===== config.mk =====
export PLATFORM = sky130hd
export DESIGN_NAME = bubble_sort_min_max_top
export DESIGN_NICKNAME = d
export VERILOG_FILES = /design/src/rtl/bsmm_pkg.sv /design/src/rtl/bsmm_cmp_unit.sv /design/src/rtl/bsmm_store.sv /design/src/rtl/bubble_sort_min_max_top.sv
export SDC_FILE = /design/constraint.sdc
export NUM_CORES = 1
export LEC_CHECK = 0
export CORE_ASPECT_RATIO = 0.8
export CORE_UTILIZATION = 40
export CTS_BUF_LIST = sky130_fd_sc_hd__clkbuf_4 sky130_fd_sc_hd__clkbuf_8 sky130_fd_sc_hd__clkbuf_16
export CTS_CLUSTER_DIAMETER = 80
export CTS_CLUSTER_SIZE = 16
export DETAILED_ROUTE_END_ITERATION = 12
export DONT_BUFFER_PORTS = 1
export GPL_TIMING_DRIVEN = 0
export HOLD_SLACK_MARGIN = 0.03
export PLACE_DENSITY = 0.59
export SYNTH_ARGS = -nofsm -noshare
export SYNTH_HDL_FRONTEND = slang
export SYNTH_SLANG_ARGS = --single-unit

===== constraint.sdc =====
create_clock -name clock -period 3.34 [get_ports clock]
set_input_delay 0 -clock clock [delete_from_list [all_inputs] [get_ports clock]]
set_output_delay 0 -clock clock [all_outputs]
set_load 0.01 [all_outputs]

===== src/rtl/bsmm_pkg.sv =====
// ============================================================================
// bsmm_pkg: shared types and constants of the sort block
// Holds the store capacity, derived widths and the store control bundle.
// ============================================================================
package bsmm_pkg;

   localparam int SET_CAPACITY = 8;
   localparam int VALUE_W      = 16;
   localparam int POS_W        = 6;
   localparam int CNT_W        = $clog2(SET_CAPACITY + 1);
   localparam int IDX_W        = $clog2(SET_CAPACITY);

   typedef logic signed [VALUE_W-1:0] value_type;
   typedef logic [CNT_W-1:0]          count_type;
   typedef logic [IDX_W-1:0]          index_type;

   // Store control: optional shift toward the head plus one write port.
   typedef struct packed {
      logic      shift;
      logic      wr_en;
      index_type wr_idx;
      value_type wr_data;
   } store_ctrl_type;

   typedef enum logic [2:0] {
      ST_LOAD = 3'b001,
      ST_SORT = 3'b010,
      ST_EMIT = 3'b100
   } state_type;

endpackage


===== src/rtl/bsmm_cmp_unit.sv =====
// ============================================================================
// bsmm_cmp_unit: compare and exchange unit
// Orders two signed values; swaps only when the first is strictly greater.
// ============================================================================
module bsmm_cmp_unit (
   input  bsmm_pkg::value_type a_value,
   input  bsmm_pkg::value_type b_value,
   output bsmm_pkg::value_type lo_value,
   output bsmm_pkg::value_type hi_value
);
   import bsmm_pkg::*;

   logic swap;

   assign swap     = (a_value > b_value);
   assign lo_value = swap ? b_value : a_value;
   assign hi_value = swap ? a_value : b_value;

endmodule


===== src/rtl/bsmm_store.sv =====
// ============================================================================
// bsmm_store: value store as a shift line
// Entries shift toward the head; one entry can be written per cycle.
// ============================================================================
module bsmm_store (
   input  logic                     clock,
   input  bsmm_pkg::store_ctrl_type ctrl,
   output bsmm_pkg::value_type      head_value
);
   import bsmm_pkg::*;

   value_type q_ff [SET_CAPACITY];
   value_type q_in [SET_CAPACITY];

   always_comb begin
      for (int k = 0; k < SET_CAPACITY; k++) begin
         if (ctrl.shift && (k < SET_CAPACITY - 1)) begin
            q_in[k] = q_ff[k + 1];
         end else begin
            q_in[k] = q_ff[k];
         end
         if (ctrl.wr_en && (ctrl.wr_idx == IDX_W'(k))) begin
            q_in[k] = ctrl.wr_data;
         end
      end
   end

   always_ff @(posedge clock) begin
      for (int k = 0; k < SET_CAPACITY; k++) begin
         q_ff[k] <= q_in[k];
      end
   end

   assign head_value = q_ff[0];

endmodule


===== src/rtl/bubble_sort_min_max_top.sv =====
// ============================================================================
// bubble_sort_min_max_top: load, bubble sort and emit a set of values
// Collects signed values into a shift-line store, sorts them with exchange
// passes through one shared compare unit, then emits them in ascending order.
// ============================================================================
//
//  Channel | Direction | Handshake            | Beat carries
//  --------+-----------+----------------------+-------------------------------
//  req     | in        | req_valid/req_ready  | sample_value, end_of_set
//  rsp     | out       | rsp_valid/rsp_ready  | sorted_value, position, min,
//          |           |                      | max, final_result, overflowed
//
// Loading takes one cycle per req beat. After the closing beat the sort runs
// n-1 passes over the n stored values (a lone value goes straight to emit);
// every pass goes through the single compare unit one pair per cycle.
// Results then leave at one rsp beat per cycle while rsp_ready stays high.
// Reset clears the sequencer, the count and the overflow flag; the store
// itself is not cleared. req_ready is low during sort and emit, and the
// output register lets the next set start loading while the last result waits.
// ============================================================================
module bubble_sort_min_max_top (
   input  logic                      clock,
   input  logic                      reset,
   input  logic                      req_valid,
   output logic                      req_ready,
   input  bsmm_pkg::value_type       req_sample_value,
   input  logic                      req_end_of_set,
   output logic                      rsp_valid,
   input  logic                      rsp_ready,
   output bsmm_pkg::value_type       rsp_sorted_value,
   output logic [bsmm_pkg::POS_W-1:0] rsp_position,
   output bsmm_pkg::value_type       rsp_set_minimum,
   output bsmm_pkg::value_type       rsp_set_maximum,
   output logic                      rsp_final_result,
   output logic                      rsp_overflowed
);
   import bsmm_pkg::*;

   // Sequencer and bookkeeping registers.
   state_type state_ff, state_in;
   count_type count_ff, count_in;
   logic      ovf_ff, ovf_in;
   count_type pass_ff, pass_in;
   count_type step_ff, step_in;
   count_type pos_ff, pos_in;
   value_type carry_ff, carry_in;
   value_type min_ff, min_in;
   value_type max_ff, max_in;

   // Output register.
   logic             rsp_valid_ff, rsp_valid_in;
   value_type        rsp_value_ff, rsp_value_in;
   logic [POS_W-1:0] rsp_pos_ff, rsp_pos_in;
   value_type        rsp_min_ff, rsp_min_in;
   value_type        rsp_max_ff, rsp_max_in;
   logic             rsp_final_ff, rsp_final_in;
   logic             rsp_ovf_ff, rsp_ovf_in;

   store_ctrl_type store_ctrl;
   value_type      head_value;
   value_type      cmp_lo;
   value_type      cmp_hi;
   logic           req_fire;
   logic           rsp_free;
   logic           emit_last;
   index_type      tail_idx;

   bsmm_store u_store (
      .clock      (clock),
      .ctrl       (store_ctrl),
      .head_value (head_value)
   );

   // The carry holds the running larger value of the current pass.
   bsmm_cmp_unit u_cmp (
      .a_value  (carry_ff),
      .b_value  (head_value),
      .lo_value (cmp_lo),
      .hi_value (cmp_hi)
   );

   assign req_ready = (state_ff == ST_LOAD);
   assign req_fire  = req_valid && req_ready;
   assign rsp_free  = !rsp_valid_ff || rsp_ready;
   assign emit_last = ((pos_ff + 1'b1) == count_ff);
   assign tail_idx  = IDX_W'(count_ff - 1'b1);

   always_comb begin
      state_in     = state_ff;
      count_in     = count_ff;
      ovf_in       = ovf_ff;
      pass_in      = pass_ff;
      step_in      = step_ff;
      pos_in       = pos_ff;
      carry_in     = carry_ff;
      min_in       = min_ff;
      max_in       = max_ff;
      rsp_valid_in = rsp_valid_ff && !rsp_ready;
      rsp_value_in = rsp_value_ff;
      rsp_pos_in   = rsp_pos_ff;
      rsp_min_in   = rsp_min_ff;
      rsp_max_in   = rsp_max_ff;
      rsp_final_in = rsp_final_ff;
      rsp_ovf_in   = rsp_ovf_ff;

      store_ctrl.shift   = 1'b0;
      store_ctrl.wr_en   = 1'b0;
      store_ctrl.wr_idx  = count_ff[IDX_W-1:0];
      store_ctrl.wr_data = req_sample_value;

      unique case (state_ff)
         ST_LOAD: begin
            if (req_fire) begin
               if (count_ff < CNT_W'(SET_CAPACITY)) begin
                  store_ctrl.wr_en = 1'b1;
                  count_in         = count_ff + 1'b1;
               end else begin
                  ovf_in = 1'b1;
               end
               if (req_end_of_set) begin
                  state_in = ST_SORT;
                  pass_in  = '0;
                  step_in  = '0;
               end
            end
         end
         ST_SORT: begin
            if (count_ff == CNT_W'(1)) begin
               // A single value is already in order and is its own maximum.
               max_in   = head_value;
               pos_in   = '0;
               state_in = ST_EMIT;
            end else begin
               // Every step pulls the head; all steps but the first refill the tail of the set.
               store_ctrl.shift  = 1'b1;
               store_ctrl.wr_idx = tail_idx;
               if (step_ff == '0) begin
                  carry_in = head_value;
                  step_in  = step_ff + 1'b1;
               end else if (step_ff < count_ff) begin
                  store_ctrl.wr_en   = 1'b1;
                  store_ctrl.wr_data = cmp_lo;
                  carry_in           = cmp_hi;
                  step_in            = step_ff + 1'b1;
               end else begin
                  // The carry is the largest value of this pass.
                  store_ctrl.wr_en   = 1'b1;
                  store_ctrl.wr_data = carry_ff;
                  step_in            = '0;
                  if ((pass_ff + 2'd2) == count_ff) begin
                     max_in   = carry_ff;
                     pos_in   = '0;
                     state_in = ST_EMIT;
                  end else begin
                     pass_in = pass_ff + 1'b1;
                  end
               end
            end
         end
         ST_EMIT: begin
            if (rsp_free) begin
               store_ctrl.shift = 1'b1;
               rsp_valid_in     = 1'b1;
               rsp_value_in     = head_value;
               rsp_pos_in       = POS_W'(pos_ff);
               rsp_max_in       = max_ff;
               rsp_final_in     = emit_last;
               rsp_ovf_in       = ovf_ff;
               if (pos_ff == '0) begin
                  // The head of the sorted set is the minimum.
                  min_in     = head_value;
                  rsp_min_in = head_value;
               end else begin
                  rsp_min_in = min_ff;
               end
               pos_in = pos_ff + 1'b1;
               if (emit_last) begin
                  state_in = ST_LOAD;
                  count_in = '0;
                  ovf_in   = 1'b0;
               end
            end
         end
         default: begin
            state_in = ST_LOAD;
         end
      endcase
   end

   always_ff @(posedge clock) begin
      if (reset) begin
         state_ff     <= ST_LOAD;
         count_ff     <= '0;
         ovf_ff       <= 1'b0;
         pass_ff      <= '0;
         step_ff      <= '0;
         pos_ff       <= '0;
         rsp_valid_ff <= 1'b0;
      end else begin
         state_ff     <= state_in;
         count_ff     <= count_in;
         ovf_ff       <= ovf_in;
         pass_ff      <= pass_in;
         step_ff      <= step_in;
         pos_ff       <= pos_in;
         rsp_valid_ff <= rsp_valid_in;
      end
   end

   always_ff @(posedge clock) begin
      carry_ff     <= carry_in;
      min_ff       <= min_in;
      max_ff       <= max_in;
      rsp_value_ff <= rsp_value_in;
      rsp_pos_ff   <= rsp_pos_in;
      rsp_min_ff   <= rsp_min_in;
      rsp_max_ff   <= rsp_max_in;
      rsp_final_ff <= rsp_final_in;
      rsp_ovf_ff   <= rsp_ovf_in;
   end

   assign rsp_valid        = rsp_valid_ff;
   assign rsp_sorted_value = rsp_value_ff;
   assign rsp_position     = rsp_pos_ff;
   assign rsp_set_minimum  = rsp_min_ff;
   assign rsp_set_maximum  = rsp_max_ff;
   assign rsp_final_result = rsp_final_ff;
   assign rsp_overflowed   = rsp_ovf_ff;

endmodule

==> key figures <==
Worst hold path
  – WHS Path Cells: 4
  – Min-delay src: req_valid
  – Hold EP: ovf_ff
  – Worst Hold Class: in -> reg

Detailed routing
  – Post-Route WL: ~20000 um
  – DRC Markers: 0
  – Routed wl met2: about 8500 um
  – Met3 WL: 1190 um
  – DRT Pass-1 Iters: 6
  – Initial DRC count: 460
  – Avg WL per Cell: 16.7 um
  – Total number of vias: between 6000 and 7000
  – Post-DRT Antenna Nets: 0
  – Met1 wire length: 10600 um
  – Vias/cell: ~5.3
  – Top sig layer: met4

Synthesis
  – Post-synth EDFFs: about 210
  – Post-synth top area cell: edfxtp_1
  – Post-Syn Area: ~11000 um^2
  – Main flop type after synthesis: edfxtp_1
  – Synth Warn #: 0
  – Distinct cells, synth: 57
  – Mapped Cells: approximately 800
  – Area contributors post-synth: edfxtp_1 61%, a221oi_1 9.3%, nor2_1 5.6%
  – Number of synthesized register bits: around 240
  – Synthesized area per cell: 13.1 um^2
  – Ys async rst share: 0%
  – Register area share after synthesis: between 60% and 70%
  – Post-synth top area share: between 60% and 70%

CTS
  – Clock Tree Root: clkbuf_16
  – Clock transition at the registers of the reported paths: around 0.080 ns
  – H-tree Lvls: 1
  – Skew-Pair Late Insertion Delay: a little under 0.5 ns
  – CTS tree: built
  – Cts bufs inserted: 18
  – Sink Count: around 240
  – Clock buffer depth: 3

Place
  – Placed Cells: 1161
  – Post-DP HPWL: 15200 um
  – Port Buf Inserts: 0
  – GPL Wtd Cong: between 0.8 and 0.9

Cells and area
  – Syn-to-layout area delta: 17.7%
  – Most frequent cells in the layout: 214 x edfxtp_1, 148 x nor2_1, 112 x a221oi_1
  – Share of layout cells above drive strength 1: 16.3%
  – Sequential Area: 6850 um^2
  – Most common cell after layout, fill and taps aside: edfxtp_1
  – Layout fillers: around 2200
  – Non-Filler Instances: roughly 1200
  – Final core utilization: about half
  – Area of the multi-input gates: about 3600 um^2
  – Final net count: between 900 and 1000
  – Ant diodes: 0

STA
  – Relative slew slack: roughly two fifths
  – Final period utilization: between 90% and 100%
  – Pins Over Slew Limit: 0
  – Minimum clock period: 3.17 ns
  – Final setup vio count: 0
  – Final hold violations: 0
  – Max Fclk: 0.316 GHz
  – Clk_skew: 0.0127 ns
  – Slew of the pin with the lowest slew margin: 0.916 ns

Floorplan
  – I/O pin count: roughly 80
  – Core region area: ~26000 um^2
  – Initial core utilization: about 41%
  – Die height: 147 um
  – FP Rows: 52
  – Die X: about 180 um
  – Die ar.: ~27000 um^2

Global routing
  – Largest net degree at the start of global routing: 45
  – GRT overflow: 0
  – First-pass GRT wire length: approximately 33000 um
  – Gr usage total: 15.4%
  – Number of global-route vias before repair: 6023
  – Initial antenna violation count: 0

Power and ir drop
  – Power Dens Cells: 742 nW/um^2
  – Max VDD drop: 0.384 mV
  – Leakage: 4.07 nW

Critical path
  – Worst-path fanout max: 16
  – Worst reg2reg path depth: 10
  – Reg2reg setup slack: roughly 0.17 ns
  – Critical path class: reg -> reg
  – WP buf/inv: 4
  – Setup crit end kind: flip-flop
  – Most used cell, CP: buf_2
  – Crit path required time: roughly 3.5 ns
  – Worst path slowest cell: dfxtp_1
  – Worst flop-to-flop path startpoint: count_ff[1]
  – Slowest stage delay, CP: roughly 0.52 ns
  – CP arrival: roughly 3.3 ns
  – Startpoint types: flip-flop
  – Critical path, cell by cell: inv_1, ha_1, nor3b_1, buf_2, nor2_2, buf_2, o21ai_2, a21oi_2, clkbuf_2, nand2b_4
  – R2r endpoint: u_store.q_ff[1][38]
  – CP delay by family, top: buffers and inverters

Status
  – Outcome: finished clean

Job
  – Max-Cap Viols: 0
## power breakdown
group	leakage [nW]	switching [mW]	total, mW	internal, mW
clock	0.266	0.960	2.06	1.10
combinational	1.70	1.53	2.72	1.20
sequential	2.11	0.387	4.40	4.01
## cells in the mapped netlist (3+ instances only)
| master | instances |
|---|---|
| a21oi_1 | 49 |
| a221oi_1 | 112 |
| buf_2 | 5 |
| buf_4 | 3 |
| clkbuf_1 | 32 |
| dfxtp_1 | 21 |
| edfxtp_1 | 214 |
| ha_1 | 28 |
| inv_1 | 27 |
| mux2_2 | 15 |
| mux2i_1 | 7 |
| mux2i_2 | 10 |
| nand2_1 | 18 |
| nand2b_1 | 8 |
| nand3_1 | 10 |
| nand4_1 | 6 |
| nor2_1 | 158 |
| nor3_1 | 6 |
| nor3b_1 | 3 |
| nor4_1 | 3 |
| o21ai_0 | 14 |
| xnor2_1 | 11 |
| xor2_1 | 3 |
## metal layers
layer	global-route usage, %	vias up
met3	2.68	21
met2	22.0	176
met1	24.4	3061
li1	-	3271
met5	0	-
met4	3.21	0
## cell type report
type                       instances  share of cell area, %
timing repair buffer              47                   4.90
sequential                       235                   55.4
buffer                            41                   1.74
inverter                          27                  0.820
tap                              351                   3.55
clock buffer                      26                   4.27
multi-input combinational        500                   29.3
clock inverter                     1                 0.0607
## tightest hold or removal path, stage by stage
cell	delay, ns
and2_1	0.11
clkbuf_1	0.17
a32oi_1	0.22
nor2_1	0.05
## metrics by stage
step / setup slack (ns) / hold slack, ns / cell area [um^2] / setup TNS [ns] / total power [mW]
CTS: -0.0349 / 0.0908 / 11900 / -1.08 / 8.78
detailed placement: -0.616 / 0.212 / 11000 / -51.53 / 6.58
floorplan: 0.0754 / 0.184 / 10500 / 0 / 5.96
finish: 0.172 / 0.113 / 12400 / 0 / 9.18
global route: -0.0381 / 0.189 / 12400 / -0.928 / 9.68
global placement: -0.849 / 0.219 / 10900 / -119.32 / 6.51
## how the worst max path moves through the flow
stage | slack [ns] | from | cells past startpoint | to
4_1_cts | -0.03 | u_store.q_ff[0][15] | 9 | u_store.q_ff[1][16]
5_1_grt | -0.04 | u_store.q_ff[0][15] | 10 | u_store.q_ff[0][62]
2_1_floorplan | 0.08 | count_ff[1] | 10 | u_store.q_ff[0][32]
3_5_place_dp | -0.62 | count_ff[1] | 11 | u_store.q_ff[1][41]
6_report | 0.17 | count_ff[1] | 10 | u_store.q_ff[1][38]
3_3_place_gp | -0.85 | count_ff[1] | 8 | u_store.q_ff[0][8]
## registers in the layout, summed over array words and instances, names as in the netlist, 4 cells and up
register,cells
u_store.q_ff,128
carry_ff,16
max_ff,16
rsp_set_maximum,16
rsp_set_minimum,16
rsp_sorted_value,16
count_ff,4
pass_ff,4
pos_ff,4
rsp_position,4
step_ff,4
## what timing repair did
| item | 4_1_cts | 5_1_grt |
|---|---|---|
| pin swaps | 2 | 0 |
| resized for setup | 25 | 60 |
| endpoints found under the setup margin | 176 | 267 |
| setup buffers | 3 | 17 |
| hold buffers | 21 | 0 |
| endpoints found under the hold margin | 35 | 0 |
## logic make-up after synthesis
kind of cell | count (synthesis) | synth area share (%)
simple gates | 226 | 9.36
other cells | 1 | 0.0357
fa+ha+maj | 28 | 3.33
flops | 235 | 65.2
buf+inv | 69 | 2.79
xor+xnor | 15 | 1.38
compound gates | 197 | 14.4
mux | 32 | 3.58
Note: power is estimated with default switching activity, not from simulation.
